<file path="src/hw/rtl/skf_pkg.sv">
// Shared constants for the scalar Kalman filter: data widths, default scaling, register indexes.
package skf_pkg;

  localparam int unsigned FRAC_BITS_DEF = 16;
  localparam int unsigned DATA_W        = 32;
  localparam int unsigned NOISE_W       = 31;
  localparam int unsigned CFG_ADDR_W    = 2;

  localparam logic [CFG_ADDR_W-1:0] REG_PROCESS_NOISE   = 2'd0;
  localparam logic [CFG_ADDR_W-1:0] REG_MEASURE_NOISE   = 2'd1;
  localparam logic [CFG_ADDR_W-1:0] REG_TRANSITION_GAIN = 2'd2;
  localparam logic [CFG_ADDR_W-1:0] REG_OBSERVE_GAIN    = 2'd3;

endpackage

</file>
<file path="src/hw/rtl/scalar_kalman_filter.sv">
// One-dimensional fixed-point Kalman filter built around one shared multiplier and adder.
//
//   channel  | handshake               | payload
//   ---------+-------------------------+------------------------------------------------
//   config   | cfg_we_i                | cfg_addr_i, cfg_wdata_i
//   input    | in_valid_i / in_ready_o | measurement_i
//   output   | out_valid_o/out_ready_i | estimate_o, kalman_gain_o, zero_divisor_o
//
// Each beat runs nine fixed-point products through one 32x32 multiplier, each passing through
// multiply, scale and saturate, and add and saturate, plus a restoring divider that retires two
// quotient bits a cycle; the division is skipped when the gain divisor is zero.
// in_ready_o is high only while the sequencer is idle; a finished result waits in the output
// register, and the next one is held back only until that beat has been taken.
// Reset clears the estimate and covariance and loads A = H = 1.0, q = r = 0.
module scalar_kalman_filter #(
  parameter int unsigned FRAC_BITS = skf_pkg::FRAC_BITS_DEF
) (
  input  logic                                 clk_i,
  input  logic                                 rst_ni,
  input  logic                                 cfg_we_i,
  input  logic [skf_pkg::CFG_ADDR_W-1:0]       cfg_addr_i,
  input  logic [skf_pkg::DATA_W-1:0]           cfg_wdata_i,
  input  logic                                 in_valid_i,
  output logic                                 in_ready_o,
  input  logic signed [skf_pkg::DATA_W-1:0]    measurement_i,
  output logic                                 out_valid_o,
  input  logic                                 out_ready_i,
  output logic signed [skf_pkg::DATA_W-1:0]    estimate_o,
  output logic signed [skf_pkg::DATA_W-1:0]    kalman_gain_o,
  output logic                                 zero_divisor_o
);

  localparam int unsigned DIV_W     = 32 + FRAC_BITS + ((32 + FRAC_BITS) % 2);
  localparam int unsigned DIV_STEPS = DIV_W / 2;
  localparam int unsigned CNT_W     = $clog2(DIV_STEPS + 1);

  localparam logic signed [31:0]  ONE       = 32'sd1 <<< FRAC_BITS;
  localparam logic [DIV_W-1:0]    Q_POS_MAX = DIV_W'(32'h7fff_ffff);
  localparam logic [DIV_W-1:0]    Q_NEG_MAX = DIV_W'(32'h8000_0000);

  localparam logic [2:0] S_IDLE   = 3'd0;
  localparam logic [2:0] S_MUL    = 3'd1;
  localparam logic [2:0] S_SHIFT  = 3'd2;
  localparam logic [2:0] S_ACC    = 3'd3;
  localparam logic [2:0] S_DIV    = 3'd4;
  localparam logic [2:0] S_DIVEND = 3'd5;
  localparam logic [2:0] S_DONE   = 3'd6;

  localparam logic [3:0] OP_X   = 4'd0;  // A * x
  localparam logic [3:0] OP_AA  = 4'd1;  // A * A
  localparam logic [3:0] OP_P   = 4'd2;  // (A*A) * p + q
  localparam logic [3:0] OP_PH  = 4'd3;  // p * H
  localparam logic [3:0] OP_DEN = 4'd4;  // (p*H) * H + r
  localparam logic [3:0] OP_HX  = 4'd5;  // z - H * x
  localparam logic [3:0] OP_KI  = 4'd6;  // x + K * innovation
  localparam logic [3:0] OP_KH  = 4'd7;  // 1 - K * H
  localparam logic [3:0] OP_OP  = 4'd8;  // (1 - K*H) * p

  logic [2:0]              state_q;
  logic [3:0]              op_q;
  logic [CNT_W-1:0]        div_cnt_q;
  logic                    out_valid_q;
  logic [30:0]             proc_noise_q;
  logic [30:0]             meas_noise_q;
  logic signed [31:0]      trans_q;
  logic signed [31:0]      obs_q;
  logic signed [31:0]      est_q;
  logic signed [31:0]      cov_q;

  logic signed [31:0]      z_q;
  logic signed [31:0]      t_q;
  logic signed [31:0]      ph_q;
  logic signed [31:0]      k_q;
  logic                    zero_q;
  logic signed [63:0]      prod_q;
  logic signed [31:0]      qv_q;
  logic [32:0]             rem_q;
  logic [DIV_W-1:0]        quo_q;
  logic [31:0]             dmag_q;
  logic                    div_neg_q;

  logic signed [31:0]      mul_a;
  logic signed [31:0]      mul_b;
  logic signed [63:0]      prod_sh;
  logic signed [31:0]      qv_sat;
  logic signed [33:0]      add_a;
  logic signed [33:0]      add_b;
  logic                    add_sub;
  logic signed [33:0]      add_sum;
  logic signed [31:0]      add_sat;
  logic                    den_zero;
  logic [31:0]             ph_mag;
  logic [31:0]             den_mag;
  logic [32:0]             rem_nxt;
  logic [DIV_W-1:0]        quo_nxt;
  logic signed [31:0]      k_div;
  logic                    out_free;

  assign in_ready_o  = (state_q == S_IDLE);
  assign out_valid_o = out_valid_q;
  assign out_free    = !out_valid_q || out_ready_i;

  // Operand selection for the shared multiplier.
  always_comb begin
    unique case (op_q)
      OP_X:    begin mul_a = trans_q; mul_b = est_q;   end
      OP_AA:   begin mul_a = trans_q; mul_b = trans_q; end
      OP_P:    begin mul_a = t_q;     mul_b = cov_q;   end
      OP_PH:   begin mul_a = cov_q;   mul_b = obs_q;   end
      OP_DEN:  begin mul_a = ph_q;    mul_b = obs_q;   end
      OP_HX:   begin mul_a = obs_q;   mul_b = est_q;   end
      OP_KI:   begin mul_a = k_q;     mul_b = t_q;     end
      OP_KH:   begin mul_a = k_q;     mul_b = obs_q;   end
      OP_OP:   begin mul_a = t_q;     mul_b = cov_q;   end
      default: begin mul_a = '0;      mul_b = '0;      end
    endcase
  end

  // The arithmetic shift floors the scaled product before saturation.
  always_comb begin
    prod_sh = prod_q >>> FRAC_BITS;
    if (prod_sh > 64'sd2147483647) begin
      qv_sat = 32'sh7fff_ffff;
    end else if (prod_sh < -64'sd2147483648) begin
      qv_sat = 32'sh8000_0000;
    end else begin
      qv_sat = prod_sh[31:0];
    end
  end

  // Shared adder with saturation to 32 bits.
  always_comb begin
    add_a   = 34'(qv_q);
    add_b   = '0;
    add_sub = 1'b0;
    case (op_q)
      OP_P:    add_b = {3'b000, proc_noise_q};
      OP_DEN:  add_b = {3'b000, meas_noise_q};
      OP_HX:   begin add_a = 34'(z_q); add_b = 34'(qv_q); add_sub = 1'b1; end
      OP_KI:   add_b = 34'(est_q);
      OP_KH:   begin add_a = 34'(ONE); add_b = 34'(qv_q); add_sub = 1'b1; end
      default: add_b = '0;
    endcase
    add_sum = add_sub ? (add_a - add_b) : (add_a + add_b);
    if (add_sum > 34'sd2147483647) begin
      add_sat = 32'sh7fff_ffff;
    end else if (add_sum < -34'sd2147483648) begin
      add_sat = 32'sh8000_0000;
    end else begin
      add_sat = add_sum[31:0];
    end
    den_zero = (add_sat == 32'sd0);
  end

  assign ph_mag  = ph_q[31] ? 32'(-ph_q) : 32'(ph_q);
  assign den_mag = add_sat[31] ? 32'(-add_sat) : 32'(add_sat);

  // Two restoring division steps per cycle; the dividend shifts out of quo_q as quotient bits
  // shift in.
  always_comb begin
    rem_nxt = rem_q;
    quo_nxt = quo_q;
    for (int i = 0; i < 2; i++) begin
      rem_nxt = {rem_nxt[31:0], quo_nxt[DIV_W-1]};
      quo_nxt = {quo_nxt[DIV_W-2:0], 1'b0};
      if (rem_nxt >= {1'b0, dmag_q}) begin
        rem_nxt    = rem_nxt - {1'b0, dmag_q};
        quo_nxt[0] = 1'b1;
      end
    end
  end

  always_comb begin
    if (!div_neg_q) begin
      k_div = (quo_q > Q_POS_MAX) ? 32'sh7fff_ffff : $signed(quo_q[31:0]);
    end else begin
      k_div = (quo_q > Q_NEG_MAX) ? 32'sh8000_0000 : $signed(32'(-quo_q[31:0]));
    end
  end

  // Sequencer, configuration and filter state.
  always_ff @(posedge clk_i or negedge rst_ni) begin
    if (!rst_ni) begin
      state_q      <= S_IDLE;
      op_q         <= OP_X;
      div_cnt_q    <= '0;
      out_valid_q  <= 1'b0;
      proc_noise_q <= '0;
      meas_noise_q <= '0;
      trans_q      <= ONE;
      obs_q        <= ONE;
      est_q        <= '0;
      cov_q        <= '0;
    end else begin
      if (cfg_we_i) begin
        unique case (cfg_addr_i)
          skf_pkg::REG_PROCESS_NOISE:   proc_noise_q <= cfg_wdata_i[30:0];
          skf_pkg::REG_MEASURE_NOISE:   meas_noise_q <= cfg_wdata_i[30:0];
          skf_pkg::REG_TRANSITION_GAIN: trans_q      <= $signed(cfg_wdata_i);
          skf_pkg::REG_OBSERVE_GAIN:    obs_q        <= $signed(cfg_wdata_i);
        endcase
      end

      // A beat taken while the next result is ready is replaced in the done state.
      if (out_valid_q && out_ready_i && (state_q != S_DONE)) begin
        out_valid_q <= 1'b0;
      end

      unique case (state_q)
        S_IDLE: begin
          if (in_valid_i) begin
            state_q <= S_MUL;
            op_q    <= OP_X;
          end
        end
        S_MUL:   state_q <= S_SHIFT;
        S_SHIFT: state_q <= S_ACC;
        S_ACC: begin
          case (op_q)
            OP_X:  est_q <= qv_q;
            OP_P:  cov_q <= add_sat[31] ? 32'sd0 : add_sat;
            OP_KI: est_q <= add_sat;
            OP_OP: cov_q <= qv_q[31] ? 32'sd0 : qv_q;
            default: ;
          endcase
          if (op_q == OP_OP) begin
            state_q <= S_DONE;
          end else if (op_q == OP_DEN && !den_zero) begin
            state_q   <= S_DIV;
            div_cnt_q <= '0;
          end else begin
            state_q <= S_MUL;
            op_q    <= op_q + 4'd1;
          end
        end
        S_DIV: begin
          div_cnt_q <= div_cnt_q + CNT_W'(1);
          if (div_cnt_q == CNT_W'(DIV_STEPS - 1)) begin
            state_q <= S_DIVEND;
          end
        end
        S_DIVEND: begin
          state_q <= S_MUL;
          op_q    <= OP_HX;
        end
        S_DONE: begin
          if (out_free) begin
            state_q     <= S_IDLE;
            out_valid_q <= 1'b1;
          end
        end
        default: state_q <= S_IDLE;
      endcase
    end
  end

  // Working registers and result payload.
  always_ff @(posedge clk_i) begin
    if (in_valid_i && in_ready_o) begin
      z_q <= measurement_i;
    end
    if (state_q == S_MUL) begin
      prod_q <= mul_a * mul_b;
    end
    if (state_q == S_SHIFT) begin
      qv_q <= qv_sat;
    end
    if (state_q == S_ACC) begin
      case (op_q)
        OP_AA:  t_q  <= qv_q;
        OP_PH:  ph_q <= qv_q;
        OP_HX:  t_q  <= add_sat;
        OP_KH:  t_q  <= add_sat;
        OP_DEN: begin
          zero_q    <= den_zero;
          k_q       <= '0;
          dmag_q    <= den_mag;
          div_neg_q <= ph_q[31] ^ add_sat[31];
          rem_q     <= '0;
          quo_q     <= DIV_W'({ph_mag, {FRAC_BITS{1'b0}}});
        end
        default: ;
      endcase
    end
    if (state_q == S_DIV) begin
      rem_q <= rem_nxt;
      quo_q <= quo_nxt;
    end
    if (state_q == S_DIVEND) begin
      k_q <= k_div;
    end
    if (state_q == S_DONE && out_free) begin
      estimate_o     <= est_q;
      kalman_gain_o  <= k_q;
      zero_divisor_o <= zero_q;
    end
  end

  a_div_count_range: assert property (@(posedge clk_i) disable iff (!rst_ni)
    (state_q == S_DIV) |-> (div_cnt_q < CNT_W'(DIV_STEPS)))
    else $error("division step count ran past the quotient width");

  a_zero_gain: assert property (@(posedge clk_i) disable iff (!rst_ni)
    (out_valid_o && zero_divisor_o) |-> (kalman_gain_o == 32'sd0))
    else $error("gain not zero on a beat flagged with a zero divisor");

  a_cov_nonneg: assert property (@(posedge clk_i) disable iff (!rst_ni)
    !cov_q[31])
    else $error("covariance went negative");

  a_busy_after_accept: assert property (@(posedge clk_i) disable iff (!rst_ni)
    (in_valid_i && in_ready_o) |=> !in_ready_o)
    else $error("sequencer stayed idle after taking a measurement");

endmodule
</file>
<file path="config.mk">
export PLATFORM = sky130hd
export DESIGN_NAME = scalar_kalman_filter
export DESIGN_NICKNAME = d
export VERILOG_FILES = /design/src/hw/rtl/skf_pkg.sv /design/src/hw/rtl/scalar_kalman_filter.sv
export SDC_FILE = /design/constraint.sdc
export NUM_CORES = 2
export LEC_CHECK = 0
export ABC_AREA = 1
export BUFFER_PORTS_ARGS = -buffer_cell sky130_fd_sc_hd__buf_2
export CORE_MARGIN = 1
export CORE_UTILIZATION = 60
export CTS_BUF_LIST = sky130_fd_sc_hd__clkbuf_8
export CTS_CLUSTER_SIZE = 16
export DETAILED_ROUTE_END_ITERATION = 6
export PLACE_DENSITY = 0.76
export SLEW_MARGIN = 20
export SYNTH_ARGS = -nofsm -noshare
export SYNTH_HDL_FRONTEND = slang
export SYNTH_SLANG_ARGS = --single-unit
</file>
<file path="constraint.sdc">
create_clock -name clk_i -period 12.3 [get_ports clk_i]
set_input_delay 2.46 -clock clk_i [delete_from_list [all_inputs] [get_ports clk_i]]
set_output_delay 2.46 -clock clk_i [all_outputs]
set_load 0.05 [all_outputs]
</file>
Word-level counts from Yosys, hierarchy flattened
Cells that the tools add are included.
{ "totals": {"reg_bits": 606, "in_bits": 71, "elab_cells": 157, "out_inout_bits": 67} }
{ "op_classes": {"n_lt_le_gt_ge": 8, "n_eq_ne": 25, "multipliers": 1, "add_sub_neg": 9, "muxes": 48, "bitwise_logic": 1, "reduce_logical": 40} }
{ "ops": {"columns": ["operator", "count"], "rows": [
  ["2-to-1 mux 32 bit", 15],
  ["case mux 32 bit (2 select lines)", 3],
  ["case mux 32 bit (6 select lines)", 1],
  ["case mux 32 bit (5 select lines)", 1],
  ["2-to-1 mux 48 bit", 3],
  ["case mux 34 bit (4 select lines)", 1],
  ["greater-than comparator 48 x 32 -> 1 bit, second input constant", 2],
  ["negation 32 bit", 3],
  ["2-to-1 mux 31 bit", 3],
  ["case mux 34 bit (2 select lines)", 1],
  [">= comparator 33 x 32 -> 1 bit", 2],
  ["multiplier 32 x 32 -> 64 bit", 1],
  ["subtractor 32 bit", 2],
  ["greater-than comparator 48 x 31 -> 1 bit, second input constant", 1],
  ["< comparator 48 x 32 -> 1 bit, second input constant", 1],
  ["adder 34 bit", 1],
  ["greater-than comparator 34 x 32 -> 1 bit, second input constant", 1],
  ["< comparator 34 x 32 -> 1 bit, second input constant", 1],
  ["2-to-1 mux 34 bit", 1],
  ["subtractor 34 bit", 1],
  ["logical NOT 32 bit", 1],
  ["AND reduction 2 bit", 11],
  ["case mux 3 bit (7 select lines)", 1],
  ["== test 4 x 3 -> 1 bit, second input constant", 4],
  ["32 further kinds", 70]
]} }

Longest topological paths before layout
{ "depth": {"depth_word": 14, "mapped_depth": 52, "depth_no_buf": 50} }

Least setup slack after synthesis
OpenSTA, ideal clock, no wires.
{ "synth_path": {"path_kind": "flip-flop to flip-flop", "start": "register op_q[0]", "end": "register prod_q[61], data pin", "path_slack_ns": 3.162, "required_time_ns": 12.040, "path_stages_with_launch": 34, "setup_time_ns": 0.260, "arrival_ns": 8.878, "synth_period_minus_slack_ns": 9.138, "n_path_buf": 5, "path_cell_list": "dfrtp_1 inv_1 ha_1 buf_2 buf_1 nand2_1 inv_1 nor2_1 clkbuf_1 clkbuf_1 nor2_1 nor3_1 clkbuf_1 nor2_1 fa_1 fa_1 fa_1 fa_1 inv_1 fa_1 inv_1 fa_1 inv_1 fa_1 fa_1 inv_1 ha_1 a21oi_1 o21ai_0 a21oi_1 o22ai_1 a211oi_1 nand2_1 xor2_1"} }
{ "synth_between": {"elab_chain_cells": 4, "word_cells_on_any_way": 17, "cone_classes": "mul (1); eq/ne (8); mux (2); reduce/logical (6)"} }
{ "synth_rtl": {"columns": ["item", "line_no", "text"], "rows": [
  ["start: declaration", "scalar_kalman_filter.sv:60", "logic [3:0] op_q;"],
  ["start signal: assignment", "scalar_kalman_filter.sv:233", "op_q <= op_q + 4'd1;"],
  ["== test 4 x 3 -> 1 bit (tied with other cells)", "scalar_kalman_filter.sv:105", "unique case (op_q)"],
  ["OR reduction 3 bit (no source line) or OR reduction 2 bit (tied branches)", null, null],
  ["case mux 32 bit (5 select lines) or case mux 32 bit (6 select lines) (tied branches)", "scalar_kalman_filter.sv:105", null],
  ["multiplier 32 x 32 -> 64 bit *", "scalar_kalman_filter.sv:263", "prod_q <= mul_a * mul_b;"],
  ["end signal: assignment", "scalar_kalman_filter.sv:263", null],
  ["end: declaration", "scalar_kalman_filter.sv:75", "logic signed [63:0] prod_q;"]
]} }
Every way passes the cells marked *; elsewhere a longest branch is shown, timed or not.
A chain may end at the register's enable or synchronous reset.

Worst setup path after layout
{ "layout_path": {"start": "register op_q[2]", "end": "register prod_q[61], data pin"} }
The elaborated chain is that of the path after synthesis.

==> results.yml <==
cts:
  cts_resized: 0
  clk-insertion-delay-late_ns: 0.77
  cts_tree: "built"
  htree_levels: 3
  cts.sinks: 589
  post_cts_buffers: 0
  clk_pin_slew_ns: 0.06
  cts_buffers: 99
  ctsHoldBuffers: 0
  clk_path_buf_depth: 3
  clock_tree.root_cell: "clkbuf_8"
synthesis:
  yosysUniqueCellTypes: 66
  synth-seq-cells: 589
  synth_area_sq_um: 70400
  yosysMostFrequentCell: "nand2_1"
  synth_area_leader_cell: "fa_1"
  ys_top_cells_by_count: "nand2_1, inv_1, fa_1"
  netlist_top_cells_area: "fa_1, edfxtp_1, nand2_1"
  synth_top_area_share_pct: 30.8
  syn-num-nets: 9886
  ys_warn_count: 0
  ys_async_sr_fraction_pct: 34.3
  syn_area_per_cell_sq_um: 8.33
  seq_area_frac_synth_pct: 23.7
  synth_ff_type: "edfxtp_1"
  syn-instance-count: 8445
  synth_edf_count: 387
sta:
  worst_slew_pin_slew_ns: 1.24
  rsz0062_at_grt: "false"
  tns_ns: 0
  finalCritPeriodShare_pct: 96.1
  finalHoldViolations: 0
  fin_worst_skew_ns: 0.0460
  fmax_mhz: 84.6
  finalSetupViolCount: 0
  finalMaxSlewViolations: 0
  relSlewSlack_pct: 17.3
  period_needed_ns: 11.82
route:
  routed_wl_mm: 273
  dr.pass1.iters: 7
  vias: 61300
  ant_nets: 0
  route.detailed.drc: 15
  drt_iter0_drc: 7586
  vias_per_cell: 6.05
  wl_per_cell_microns: 27.0
status:
  violations: "design-rule violations"
  status: "complete, but fails checks"
placement:
  globalplace.congestion: 1.09
  portBuffers: 137
  dp_cells: 9943
  dp_hpwl_mm: 217
global_routing:
  groute.usage.overall_pct: 46.6
  overflow: 0
  antenna_found_initial: 15
  grt_max_degree: 93
  grt_pass1_vias: 61400
  grt_pass1_wl_mm: 396
floorplanning:
  rows: 125
  die_w_microns: 344
  dieArea_sq_um: 119000
  coreArea_sq_um: 116000
  start_util_pct: 60.6
  die_h_microns: 344
  ios: 138
critical_path:
  cpPeakStageDelay_ns: 0.89
  crit_required_ns: 12.81
  crit_top_cell: "inv_1"
  r2r-end: "prod_q[61]"
  r2r-start: "op_q[2]"
  critPathBufInv: 12
  ff2ff_path_depth: 37
  endpoint_kind: "register"
  cp_top_family: "adder cells"
  critPathKind: "register to register"
  worstPathArrival_ns: 12.32
  rrSetupSlack_ns: 0.48
  cp_max_fo: 31
  start_kind: "register"
  crit_slowest_cell: "inv_1"
final_layout:
  nets: 9961
  fill_cells: 10100
  syn_to_final_growth_pct: 6.92
  drive_gt1_share_pct: 6.63
  fin_cells: 10100
hold_path:
  hp-start: "zero_q"
  hold_end: "zero_divisor_o"
  hp-class: "register to register"
  hold_path_depth: 0
flow_run:
  maxCapViolCount: 0
[cells by family (layout without fill, tap and decap cells)]
family,after synthesis,count (layout),share of synthesized area (%)
xor gates and xnor gates,233,233,2.90
and+or+nand+nor,3096,3096,17.8
buffers and inverters,2095,2256,11.3
other,0,9,0
AOI/OAI and AO/OA,1062,1062,8.33
DFF,589,589,23.7
adders and majority gates,1370,1370,35.9
[worst max path at each step]
stage / start / end / slack (ns) / cells after the start
after floorplan: op_q[0] / prod_q[61] / 3.16 / 33
after global placement: op_q[2] / prod_q[53] / 0.70 / 37
after detailed placement: op_q[2] / prod_q[61] / 0.70 / 37
after CTS: op_q[2] / prod_q[53] / 0.68 / 37
after global routing: op_q[2] / prod_q[60] / 0.23 / 29
final: op_q[2] / prod_q[61] / 0.48 / 37
[through the flow]
step                utilization [%]  hold WS [ns]  instance area (sq um)  setup WS (ns)
floorplan                         -         0.400                  70400           3.16
global placement               62.9         0.407                  73100          0.697
detailed placement             62.9         0.428                  73100          0.700
CTS                            64.7         0.442                  75200          0.683
global route                   64.7         0.448                  75200          0.226
finish                         64.7         0.437                  75200          0.485
[worst register-to-register path, delay by kind of cell, from the launching register on]
family,cells,cell delay (ns)
adders and majority gates,9,4.50
xor gates and xnor gates,1,0.06
and+or+nand+nor,15,3.77
buffers and inverters,12,2.37
DFF,1,0.85
[final cells by class]
class | instances | area, sq um | area share [%]
timing repair buffer | 303 | 1950 | 2.60
inverter | 1766 | 6630 | 8.81
clock buffer | 108 | 1490 | 1.98
clock inverter | 79 | 571 | 0.758
sequential | 589 | 16700 | 22.2
multi-input combinational | 5761 | 46000 | 61.1
antenna | 9 | 22.5 | 0.0299
tap | 1524 | 1910 | 2.53
[state kept, by name, summed over array words and instances (netlist names), 5 cells and up]
name           flops
z_q               32
meas_noise_q      31
qv_q              32
cov_q             31
proc_noise_q      31
dmag_q            32
k_q               32
estimate_o        32
t_q               32
kalman_gain_o     32
rem_q             32
quo_q             48
trans_q           32
prod_q            48
obs_q             32
est_q             32
div_cnt_q          5
ph_q              32
[placed cells by master, fill, tap and decap left out, types with 14 or more instances in the layout]
cell type,n
a221oi_1,33
o21ai_0,499
clkinv_2,19
nor3_1,44
xnor2_1,70
edfxtp_1,387
inv_2,20
inv_1,1750
nand4_1,74
clkbuf_8,109
nand2_1,1852
xor2_1,163
buf_4,165
nor2_1,772
o22ai_1,53
nor2_2,17
ha_1,286
clkinv_1,39
dfrtp_1,200
nand3_1,204
a31oi_1,27
nor4_2,16
o21a_1,16
fa_1,1084
or2_2,14
buf_2,136
a21oi_1,338
nor4_1,41
[per-layer routing]
layer / GRT usage, % / wire [microns] / vias to the layer above
met2: 70.5 / 120000 / 4226
met1: 57.1 / 93800 / 29700
met5: 0 / 96 / -
li1: - / - / 26100
met3: 11.3 / 32600 / 1250
met4: 37.9 / 27200 / 14
Power is left out: the tool's default activity adds up to more than one toggle a clock period on the data nets, which glitch-free logic cannot reach.
